$ cat config.mk
export PLATFORM = sky130hd
export DESIGN_NAME = string_to_unsigned_parser_flat
export DESIGN_NICKNAME = d
export VERILOG_FILES = /design/src/sv/stu_pkg.sv /design/src/sv/stu_if.sv /design/src/sv/stu_dp.sv /design/src/sv/stu_ctrl.sv /design/src/sv/string_to_unsigned_parser.sv /design/src/flat_wrapper.sv
export SDC_FILE = /design/constraint.sdc
export NUM_CORES = 1
export LEC_CHECK = 0
export BUFFER_PORTS_ARGS = -buffer_cell sky130_fd_sc_hd__buf_2
export CAP_MARGIN = 20
export CORE_ASPECT_RATIO = 1.25
export CORE_UTILIZATION = 40
export DETAILED_ROUTE_END_ITERATION = 10
export PLACE_DENSITY_LB_ADDON = 0.2
export REMOVE_ABC_BUFFERS = 1
export SETUP_SLACK_MARGIN = 0.2
export SLEW_MARGIN = 15
export SYNTH_ARGS = -nofsm -noshare
export SYNTH_HDL_FRONTEND = slang
export SYNTH_HIERARCHICAL = 1
export SYNTH_SLANG_ARGS = --single-unit
$ cat constraint.sdc
create_clock -name clk -period 13.8 [get_ports clk]
set_input_delay 0.69 -clock clk [delete_from_list [all_inputs] [get_ports clk]]
set_output_delay 0.69 -clock clk [all_outputs]
set_load 0.02 [all_outputs]
$ cat src/sv/stu_pkg.sv
// Shared types, constants and helpers for the string to unsigned parser.
`timescale 1ns / 1ps
`default_nettype none

package stu_pkg;

  // Result word width and derived sizes
  localparam int unsigned WORD_BITS = 64;
  localparam int unsigned BASE_BITS = 6;
  localparam int unsigned PROD_BITS = WORD_BITS + BASE_BITS + 1;

  typedef logic [WORD_BITS-1:0] word_t;
  typedef logic [BASE_BITS-1:0] base_t;
  typedef logic [BASE_BITS-1:0] digit_t;

  localparam word_t WORD_ONES = {WORD_BITS{1'b1}};

  // Radix limits and fixed values
  localparam base_t BASE_MAX   = base_t'(36);
  localparam base_t BASE_RESET = base_t'(10);
  localparam base_t BASE_AUTO  = base_t'(0);
  localparam base_t BASE_OCT   = base_t'(8);
  localparam base_t BASE_DEC   = base_t'(10);
  localparam base_t BASE_HEX   = base_t'(16);
  localparam digit_t DIGIT_NONE = digit_t'(63);

  // Character codes
  localparam logic [7:0] CH_SPACE = 8'h20;
  localparam logic [7:0] CH_FF    = 8'h0C;
  localparam logic [7:0] CH_LF    = 8'h0A;
  localparam logic [7:0] CH_CR    = 8'h0D;
  localparam logic [7:0] CH_TAB   = 8'h09;
  localparam logic [7:0] CH_VT    = 8'h0B;
  localparam logic [7:0] CH_PLUS  = 8'h2B;
  localparam logic [7:0] CH_MINUS = 8'h2D;
  localparam logic [7:0] CH_0     = 8'h30;
  localparam logic [7:0] CH_9     = 8'h39;
  localparam logic [7:0] CH_UA    = 8'h41;
  localparam logic [7:0] CH_UZ    = 8'h5A;
  localparam logic [7:0] CH_LA    = 8'h61;
  localparam logic [7:0] CH_LZ    = 8'h7A;
  localparam logic [7:0] CH_UX    = 8'h58;
  localparam logic [7:0] CH_LX    = 8'h78;

  // Result status codes
  localparam logic [1:0] ST_OK      = 2'd0;
  localparam logic [1:0] ST_RANGE   = 2'd1;
  localparam logic [1:0] ST_BADBASE = 2'd2;

  // Radix substitution applied when the current radix is automatic
  typedef enum logic [1:0] {
    FIX_NONE,
    FIX_DEC,
    FIX_OCT,
    FIX_HEX
  } fix_t;

  // Controller to datapath commands
  typedef struct packed {
    logic ld_base;   // latch the configured radix
    logic set_neg;   // minus sign seen
    fix_t fix;       // automatic radix resolution
    logic take;      // evaluate the character as a digit
    logic clear;     // last beat: capture result, clear string state
  } cmd_t;

  // Datapath to controller status
  typedef struct packed {
    logic is_space;
    logic is_minus;
    logic is_plus;
    logic is_zero;
    logic is_x;
    logic cfg_bad;   // configured radix above the limit
    logic cfg_b016;  // configured radix is automatic or hex
    logic reg_b016;  // latched radix is automatic or hex
    logic dig_stop;  // digit rejected or accumulator would overflow
  } sts_t;

  // Digit value of a character, DIGIT_NONE for a non-digit
  function automatic digit_t digit_value(input logic [7:0] c);
    digit_t d;
    d = DIGIT_NONE;
    if (c >= CH_0 && c <= CH_9) begin
      d = digit_t'(c - CH_0);
    end else if (c >= CH_UA && c <= CH_UZ) begin
      d = digit_t'(c - CH_UA + 8'd10);
    end else if (c >= CH_LA && c <= CH_LZ) begin
      d = digit_t'(c - CH_LA + 8'd10);
    end
    return d;
  endfunction

endpackage

`default_nettype wire

$ cat src/sv/stu_if.sv
// Valid/ready channel interfaces for character beats and result beats.
`timescale 1ns / 1ps
`default_nettype none

interface stu_in_if;
  logic       valid;
  logic       ready;
  logic [7:0] character;
  logic       end_of_string;

  modport source (output valid, character, end_of_string, input ready);
  modport sink   (input valid, character, end_of_string, output ready);
endinterface

interface stu_out_if;
  logic        valid;
  logic        ready;
  logic [63:0] value;
  logic [1:0]  status;

  modport source (output valid, value, status, input ready);
  modport sink   (input valid, value, status, output ready);
endinterface

`default_nettype wire

$ cat src/sv/stu_dp.sv
// Datapath: radix register, accumulator with multiply-add, result register.
`timescale 1ns / 1ps
`default_nettype none

module stu_dp (
  input  wire               clk,
  input  wire               rst_n,
  input  wire               cfg_we,
  input  wire [5:0]         cfg_wdata,
  input  wire [7:0]         in_character,
  input  stu_pkg::cmd_t     cmd,
  output stu_pkg::sts_t     sts,
  output logic [63:0]       res_value,
  output logic [1:0]        res_status
);

  stu_pkg::base_t num_base_r;
  stu_pkg::base_t base_r, base_nxt, base_use;
  stu_pkg::word_t acc_r, acc_nxt;
  logic           neg_r, neg_nxt;
  logic           ovf_r, ovf_nxt;

  stu_pkg::word_t res_acc_r;
  logic           res_neg_r;
  logic [1:0]     res_status_r;
  stu_pkg::word_t res_word;

  stu_pkg::digit_t                     dig;
  logic [stu_pkg::PROD_BITS-1:0]       sum;
  logic                                no_dig;
  logic                                ovf_hit;
  logic                                res_bad;
  logic                                res_err;

  // Radix in force for this beat, with automatic resolution
  always_comb begin
    base_use = cmd.ld_base ? num_base_r : base_r;
    base_nxt = base_use;
    if (base_use == stu_pkg::BASE_AUTO) begin
      case (cmd.fix)
        stu_pkg::FIX_DEC: base_nxt = stu_pkg::BASE_DEC;
        stu_pkg::FIX_OCT: base_nxt = stu_pkg::BASE_OCT;
        stu_pkg::FIX_HEX: base_nxt = stu_pkg::BASE_HEX;
        default:          base_nxt = base_use;
      endcase
    end
  end

  // Digit step: acc * base + digit, overflow when high bits are set
  assign dig     = stu_pkg::digit_value(in_character);
  assign sum     = stu_pkg::PROD_BITS'(acc_r) * stu_pkg::PROD_BITS'(base_nxt)
                 + stu_pkg::PROD_BITS'(dig);
  assign no_dig  = (base_nxt == stu_pkg::BASE_AUTO) || (dig >= base_nxt);
  assign ovf_hit = !no_dig && (|sum[stu_pkg::PROD_BITS-1:stu_pkg::WORD_BITS]);

  always_comb begin
    acc_nxt = acc_r;
    if (cmd.take && !no_dig && !ovf_hit) begin
      acc_nxt = sum[stu_pkg::WORD_BITS-1:0];
    end
    ovf_nxt = ovf_r || (cmd.take && ovf_hit);
    neg_nxt = neg_r || cmd.set_neg;
  end

  // Character classes and radix flags for the controller
  always_comb begin
    sts.is_space = (in_character == stu_pkg::CH_SPACE) || (in_character == stu_pkg::CH_FF)
                || (in_character == stu_pkg::CH_LF)    || (in_character == stu_pkg::CH_CR)
                || (in_character == stu_pkg::CH_TAB)   || (in_character == stu_pkg::CH_VT);
    sts.is_minus = (in_character == stu_pkg::CH_MINUS);
    sts.is_plus  = (in_character == stu_pkg::CH_PLUS);
    sts.is_zero  = (in_character == stu_pkg::CH_0);
    sts.is_x     = (in_character == stu_pkg::CH_LX) || (in_character == stu_pkg::CH_UX);
    sts.cfg_bad  = (num_base_r > stu_pkg::BASE_MAX);
    sts.cfg_b016 = (num_base_r == stu_pkg::BASE_AUTO) || (num_base_r == stu_pkg::BASE_HEX);
    sts.reg_b016 = (base_r == stu_pkg::BASE_AUTO) || (base_r == stu_pkg::BASE_HEX);
    sts.dig_stop = no_dig || ovf_hit;
  end

  // Final status from the state this beat leaves behind
  assign res_bad = (base_nxt > stu_pkg::BASE_MAX);
  assign res_err = res_bad || ovf_nxt;

  // String state, radix register and captured result
  always_ff @(posedge clk) begin
    if (!rst_n) begin
      num_base_r <= stu_pkg::BASE_RESET;
      base_r     <= stu_pkg::BASE_AUTO;
      acc_r      <= '0;
      neg_r      <= 1'b0;
      ovf_r      <= 1'b0;
    end else begin
      if (cfg_we) begin
        num_base_r <= cfg_wdata;
      end
      if (cmd.clear) begin
        base_r <= stu_pkg::BASE_AUTO;
        acc_r  <= '0;
        neg_r  <= 1'b0;
        ovf_r  <= 1'b0;
      end else begin
        base_r <= base_nxt;
        acc_r  <= acc_nxt;
        neg_r  <= neg_nxt;
        ovf_r  <= ovf_nxt;
      end
    end
  end

  always_ff @(posedge clk) begin
    if (cmd.clear) begin
      res_acc_r    <= res_err ? stu_pkg::WORD_ONES : acc_nxt;
      res_neg_r    <= neg_nxt && !res_err;
      res_status_r <= res_bad ? stu_pkg::ST_BADBASE :
                      (ovf_nxt ? stu_pkg::ST_RANGE : stu_pkg::ST_OK);
    end
  end

  // Two's complement applied on the way out
  assign res_word   = res_neg_r ? (stu_pkg::word_t'(0) - res_acc_r) : res_acc_r;
  assign res_value  = 64'(res_word);
  assign res_status = res_status_r;

endmodule

`default_nettype wire

$ cat src/sv/stu_ctrl.sv
// Controller: parse phase state machine and result beat handshake.
`timescale 1ns / 1ps
`default_nettype none

module stu_ctrl (
  input  wire            clk,
  input  wire            rst_n,
  input  wire            in_valid,
  input  wire            in_eos,
  input  wire            out_ready,
  input  stu_pkg::sts_t  sts,
  output stu_pkg::cmd_t  cmd,
  output logic           in_ready,
  output logic           out_valid
);

  typedef enum logic [2:0] {
    PH_LEAD   = 3'd0,
    PH_SIGNED = 3'd1,
    PH_ZERO   = 3'd2,
    PH_DIGITS = 3'd3,
    PH_DONE   = 3'd4
  } phase_t;

  phase_t phase_r, phase_nxt;
  logic   out_valid_r, out_valid_nxt;
  logic   accept;
  logic   b016;

  // Result register frees up when empty or being drained
  assign in_ready  = !out_valid_r || out_ready;
  assign accept    = in_valid && in_ready;
  assign out_valid = out_valid_r;
  assign b016      = (phase_r == PH_LEAD) ? sts.cfg_b016 : sts.reg_b016;

  // Phase decode and commands
  always_comb begin
    cmd       = '0;
    phase_nxt = phase_r;
    if (accept) begin
      unique case (phase_r) inside
        PH_LEAD, PH_SIGNED: begin
          cmd.ld_base = (phase_r == PH_LEAD);
          if (phase_r == PH_LEAD && sts.cfg_bad) begin
            phase_nxt = PH_DONE;
          end else if (phase_r == PH_LEAD && sts.is_space) begin
            phase_nxt = PH_LEAD;
          end else if (phase_r == PH_LEAD && sts.is_minus) begin
            cmd.set_neg = 1'b1;
            phase_nxt   = PH_SIGNED;
          end else if (phase_r == PH_LEAD && sts.is_plus) begin
            phase_nxt = PH_SIGNED;
          end else if (b016 && sts.is_zero) begin
            phase_nxt = PH_ZERO;
          end else begin
            cmd.fix   = stu_pkg::FIX_DEC;
            cmd.take  = 1'b1;
            phase_nxt = sts.dig_stop ? PH_DONE : PH_DIGITS;
          end
        end
        PH_ZERO: begin
          if (sts.is_x) begin
            cmd.fix   = stu_pkg::FIX_HEX;
            phase_nxt = PH_DIGITS;
          end else begin
            cmd.fix   = stu_pkg::FIX_OCT;
            cmd.take  = 1'b1;
            phase_nxt = sts.dig_stop ? PH_DONE : PH_DIGITS;
          end
        end
        PH_DIGITS: begin
          cmd.take  = 1'b1;
          phase_nxt = sts.dig_stop ? PH_DONE : PH_DIGITS;
        end
        default: begin
          phase_nxt = phase_r;
        end
      endcase
      // Last beat closes the string
      if (in_eos) begin
        cmd.clear = 1'b1;
        phase_nxt = PH_LEAD;
      end
    end
  end

  always_comb begin
    out_valid_nxt = out_valid_r && !out_ready;
    if (accept && in_eos) begin
      out_valid_nxt = 1'b1;
    end
  end

  // State and registered outputs
  always_ff @(posedge clk) begin
    if (!rst_n) begin
      phase_r     <= PH_LEAD;
      out_valid_r <= 1'b0;
    end else begin
      phase_r     <= phase_nxt;
      out_valid_r <= out_valid_nxt;
    end
  end

endmodule

`default_nettype wire

$ cat src/sv/string_to_unsigned_parser.sv
// Top level of the streaming string to unsigned integer parser.
//
//  Channel   Dir  Payload                          Handshake
//  in_bus    in   character[7:0], end_of_string    valid/ready
//  out_bus   out  value[63:0], status[1:0]         valid/ready
//  cfg_*     in   cfg_wdata[5:0] (number_base)     cfg_we, no wait
//
// One character beat per cycle while in_bus.ready is high; the multiply-by-radix and add of the
// accumulator settle in the same cycle as the beat.
// A result appears in the cycle after the last character is accepted and is
// held in a result register until taken; a character beat is accepted only
// while that register is empty or being drained.
// in_bus.ready drops only while a result waits and out_bus.ready is low.
// Synchronous active low reset; radix resets to 10.
`timescale 1ns / 1ps
`default_nettype none

module string_to_unsigned_parser (
  input  wire          clk,
  input  wire          rst_n,
  stu_in_if.sink       in_bus,
  stu_out_if.source    out_bus,
  input  wire          cfg_we,
  input  wire [5:0]    cfg_wdata
);

  stu_pkg::cmd_t cmd;
  stu_pkg::sts_t sts;
  logic          in_ready;
  logic          out_valid;

  stu_ctrl u_ctrl (
    .clk       (clk),
    .rst_n     (rst_n),
    .in_valid  (in_bus.valid),
    .in_eos    (in_bus.end_of_string),
    .out_ready (out_bus.ready),
    .sts       (sts),
    .cmd       (cmd),
    .in_ready  (in_ready),
    .out_valid (out_valid)
  );

  stu_dp u_dp (
    .clk          (clk),
    .rst_n        (rst_n),
    .cfg_we       (cfg_we),
    .cfg_wdata    (cfg_wdata),
    .in_character (in_bus.character),
    .cmd          (cmd),
    .sts          (sts),
    .res_value    (out_bus.value),
    .res_status   (out_bus.status)
  );

  assign in_bus.ready  = in_ready;
  assign out_bus.valid = out_valid;

  // Last character beat always produces a result beat next cycle
  assert property (@(posedge clk) disable iff (!rst_n)
    in_bus.valid && in_bus.ready && in_bus.end_of_string |=> out_bus.valid)
    else $error("result beat missing after last character");

  // Input is held off only while a result is stuck
  assert property (@(posedge clk) disable iff (!rst_n)
    !in_bus.ready |-> out_bus.valid && !out_bus.ready)
    else $error("input stalled without a pending result");

  // Error statuses carry a saturated word
  assert property (@(posedge clk) disable iff (!rst_n)
    out_bus.valid && (out_bus.status == stu_pkg::ST_RANGE
                      || out_bus.status == stu_pkg::ST_BADBASE)
    |-> out_bus.value == 64'(stu_pkg::WORD_ONES))
    else $error("error result not saturated");

  // Status code three is never produced
  assert property (@(posedge clk) disable iff (!rst_n)
    out_bus.valid |-> out_bus.status != 2'd3)
    else $error("undefined status code");

endmodule

`default_nettype wire

$ cat src/flat_wrapper.sv
// flat-port wrapper written by rule: the top's interface ports become plain ports
module string_to_unsigned_parser_flat 
  (clk, rst_n, cfg_we, cfg_wdata, in_bus_valid, in_bus_character, in_bus_end_of_string, in_bus_ready, out_bus_valid, out_bus_value, out_bus_status, out_bus_ready);
  stu_in_if in_bus_i ();
  stu_out_if out_bus_i ();
  input  wire clk;
  input  wire rst_n;
  input  wire cfg_we;
  input  wire [5:0] cfg_wdata;
  input wire logic [$bits(in_bus_i.valid)-1:0] in_bus_valid;
  input wire logic [$bits(in_bus_i.character)-1:0] in_bus_character;
  input wire logic [$bits(in_bus_i.end_of_string)-1:0] in_bus_end_of_string;
  output wire logic [$bits(in_bus_i.ready)-1:0] in_bus_ready;
  output wire logic [$bits(out_bus_i.valid)-1:0] out_bus_valid;
  output wire logic [$bits(out_bus_i.value)-1:0] out_bus_value;
  output wire logic [$bits(out_bus_i.status)-1:0] out_bus_status;
  input wire logic [$bits(out_bus_i.ready)-1:0] out_bus_ready;
  assign in_bus_i.valid = in_bus_valid;
  assign in_bus_i.character = in_bus_character;
  assign in_bus_i.end_of_string = in_bus_end_of_string;
  assign in_bus_ready = in_bus_i.ready;
  assign out_bus_valid = out_bus_i.valid;
  assign out_bus_value = out_bus_i.value;
  assign out_bus_status = out_bus_i.status;
  assign out_bus_i.ready = out_bus_ready;
  string_to_unsigned_parser u_core (.clk(clk), .rst_n(rst_n), .in_bus(in_bus_i), .out_bus(out_bus_i), .cfg_we(cfg_we), .cfg_wdata(cfg_wdata));
endmodule
==> flow_metrics.tcl <==
set metrics [dict create \
    outcome "complete, no violations" \
    synth.distinct_cells 84 \
    first_pass_iters 6 \
    root_buffer "clkbuf_16" \
    drc 0 \
    antenna_found_initial 0 \
    grt_pass1_vias 18400 \
    path_buf_inv 8 \
    synthTopCellsByArea "fa_1, ha_1, edfxtp_1" \
    rows 94 \
    critPathLaunchType "primary input" \
    synthArstFlopShare_pct 0 \
    end_kind "flop" \
    crit_cells 35 \
    maxSlewViolCount 0 \
    r2r_slack_ns 3.34 \
    via_count 17800 \
    fin_crit_ns 10.85 \
    cp_slowest_cell "nor4_1" \
    critPathMaxStageDelay_ns 0.81 \
    post_cts_resized 0 \
    grt_max_degree 82 \
    min-delay-start "cfg_wdata[3]" \
    synth_compound_area_share_pct 15.1 \
    tightest_slew_ns 1.08 \
    wl_per_cell_um 21.0 \
    io_pins 88 \
    antenna_left 0 \
    clk_path_buf_depth 2 \
    syn_inst 2369 \
    layout-drive-gt1-share_pct 7.50 \
    path_max_fanout 67 \
    yosys_most_used_dff "dfxtp_1" \
    timing.fmax_mhz 92.1 \
    setup_viol 0 \
    cts_hold_buf 0 \
    p_leak_uw 0.0102 \
    die_height_um 261 \
    die_area_mm2 0.0548 \
    startpoint "in_bus_character[0]" \
    cts_setup_buffers 0 \
    cts_sinks 149 \
    slew-limit-headroom_pct 27.9 \
    insertedDiodeCount 0 \
    die_w_um 210 \
    fin_crit_sh_pct 78.6 \
    crit_type "in -> reg" \
    fillers 5129 \
    grt_usage_pct 24.1 \
    port_buffers 87 \
    coreArea_mm2 0.0529 \
    synthMuxAreaShare_pct 2.31 \
    start_util_pct 40.7 \
    clkLatencyLatePin_ns 0.46 \
    globalRouteOverflowTotal 0 \
    setup-tns-final_ns 0 \
    htreeDepth 4 \
    holdCritPathClass "in -> reg" \
    yosys.area_share.adder_pct 33.3 \
    path_clk_slew_ns 0.08 \
    vdd_drop_max_mv 0.0662 \
    synth_top_family_by_area "adder cells" \
    synth_edf_count 67 \
    cpMostUsedCell "nor4_1" \
    syn_avg_cell_area_um2 9.09 \
    hold_slack_ns 0.453 \
    drt_wl_total_um 64000 \
    via_per_inst 5.84 \
    critPathTopFamily "simple AND/OR/NAND/NOR gates" \
    gp_congestion 0.912 \
    drt_iter0_drc 1094 \
    r2r-start "u_core/u_dp/num_base_r[3]" \
    grt_pass1_wl_um 104000 \
    finClkSkew_ns 0.0203 \
    reg2reg_to "u_core/u_dp/res_acc_r[41]" \
    drv_cap 0 \
    fin_nets 2801 \
    cts_tree "done" \
    worstRegToRegCells 30 \
    crit_arrival_ns 11.06 \
    power_density_mw_per_mm2 53.3 \
    hold_violations 0 \
    rsz0062_at_grt "no" \
    ys_ff_latch 149 \
    synthDominantCellAreaShare_pct 23.4 \
    cts_buffers 17 \
    synth-xor-area-share_pct 5.08 \
    yosysSeqAreaShare_pct 17.0 \
    yosys_warnings 6 \
    area_delta_synth_final_pct 7.43 \
    place_hpwl_um 47600 \
    cp-endpoint "u_core/u_dp/res_acc_r[41]" \
    required_ns 14.01 \
    yosys.area_share.simple_pct 23.3 \
    syn_area_mm2 0.0215 \
    synth_largest_area_cell "fa_1" \
]
## metrics by stage
| step | setup slack, ns | total power, uW | util, % | std cells | cell area (um^2) |
|---|---|---|---|---|---|
| floorplan | 0.0683 | 653 | - | 2232 | 21000 |
| global placement | 2.68 | 748 | 42.6 | 3011 | 22600 |
| detailed placement | 2.43 | 752 | 42.6 | 3012 | 22600 |
| CTS | 2.94 | 1250 | 43.7 | 3044 | 23100 |
| global route | 2.21 | 1280 | 43.7 | 3044 | 23100 |
| finish | 2.95 | 1230 | 43.7 | 3044 | 23100 |
## layout by cell type (no fill, tap or decap), types with 20 or more instances in the layout
cell type  synthesis  layout
and2_1           140     140
dfxtp_1           82      82
buf_2              7      88
ha_1             170     170
nand2b_1          26      25
inv_1             81      79
nand4_1           44      44
fa_1             252     252
mux2i_1           34      33
a21o_1            24      24
nor3_1            21      21
xnor2_1           89      89
nand2_1          167     166
o21ai_1           26      26
o31ai_1           45      45
a21oi_1          151     151
o21ai_0           70      70
edfxtp_1          67      67
nor2_1           130     130
xor2_1            36      36
o22a_1            36      36
nor2b_1          263     262
buf_4              1      20
nand3_1           30      29
## cells by family (layout without fill, tap and decap cells)
kind of cell	Yosys count	after routing
xor gates and xnor gates	125	125
adders and majority gates	422	422
DFF	149	149
and+or+nand+nor	911	911
AOI/OAI and AO/OA	496	496
muxes	48	48
buffers and inverters	218	221
## flip-flops by register name, summed over array words and instances (netlist names)
name	flops
u_core/u_dp/acc_r	64
u_core/u_dp/res_acc_r	64
u_core/u_dp/base_r	6
u_core/u_dp/num_base_r	6
u_core/u_ctrl/phase_r	3
u_core/u_dp/res_status	2
u_core/u_ctrl/out_valid	1
u_core/u_dp/neg_r	1
u_core/u_dp/ovf_r	1
u_core/u_dp/res_neg_r	1
## where the power goes
| part | switching, uW | internal [uW] |
|---|---|---|
| sequential | 17.4 | 481 |
| combinational | 168 | 75.1 |
| clock | 234 | 258 |
## worst min-delay path by stage
stage                           endpoint  slack [ns]  cells after the start
3_3_place_gp           u_core/u_dp/neg_r        0.46                      2
5_1_grt        u_core/u_dp/num_base_r[1]        0.46                      3
3_5_place_dp           u_core/u_dp/neg_r        0.47                      2
2_1_floorplan          u_core/u_dp/neg_r        0.44                      2
6_report       u_core/u_dp/num_base_r[3]        0.45                      3
4_1_cts        u_core/u_dp/num_base_r[3]        0.43                      3
## metal layers
| metal | wire length [um] | global-route usage, % | share of wire, % |
|---|---|---|---|
| met5 | 0 | 0 | 0 |
| met4 | 1630 | 7.16 | 2.5 |
| met3 | 2300 | 2.25 | 3.6 |
| met2 | 32300 | 43.2 | 50 |
| met1 | 27800 | 30.7 | 43 |
## synth_stat cells (30+ instances only)
| cell | n |
|---|---|
| nand2_1 | 167 |
| nor2b_1 | 263 |
| o31ai_1 | 45 |
| o21ai_0 | 70 |
| a21oi_1 | 151 |
| fa_1 | 252 |
| clkbuf_1 | 123 |
| xnor2_1 | 89 |
| o22a_1 | 36 |
| xor2_1 | 36 |
| nand4_1 | 44 |
| nand3_1 | 30 |
| mux2i_1 | 34 |
| ha_1 | 170 |
| nor2_1 | 130 |
| inv_1 | 81 |
| edfxtp_1 | 67 |
| dfxtp_1 | 82 |
| and2_1 | 140 |
## worst register-to-register path: cells and delay by family (launching register included)
| kind | cells | cell delay [ns] |
|---|---|---|
| simple gates | 11 | 3.43 |
| fa+ha+maj | 6 | 2.51 |
| compound gates | 8 | 1.97 |
| buf+inv | 5 | 1.84 |
| flops | 1 | 0.48 |
## area by class of cell
class | count | area, um^2 | share of cell area [%]
multi-input cells | 2002 | 17200 | 74.2
flip-flops and latches | 149 | 3650 | 15.8
clock buffers | 17 | 425 | 1.84
well taps | 672 | 841 | 3.63
clock inverters | 15 | 158 | 0.681
inverters | 81 | 304 | 1.31
repair buffers | 108 | 591 | 2.55
Power figures use the tool's default switching activity.
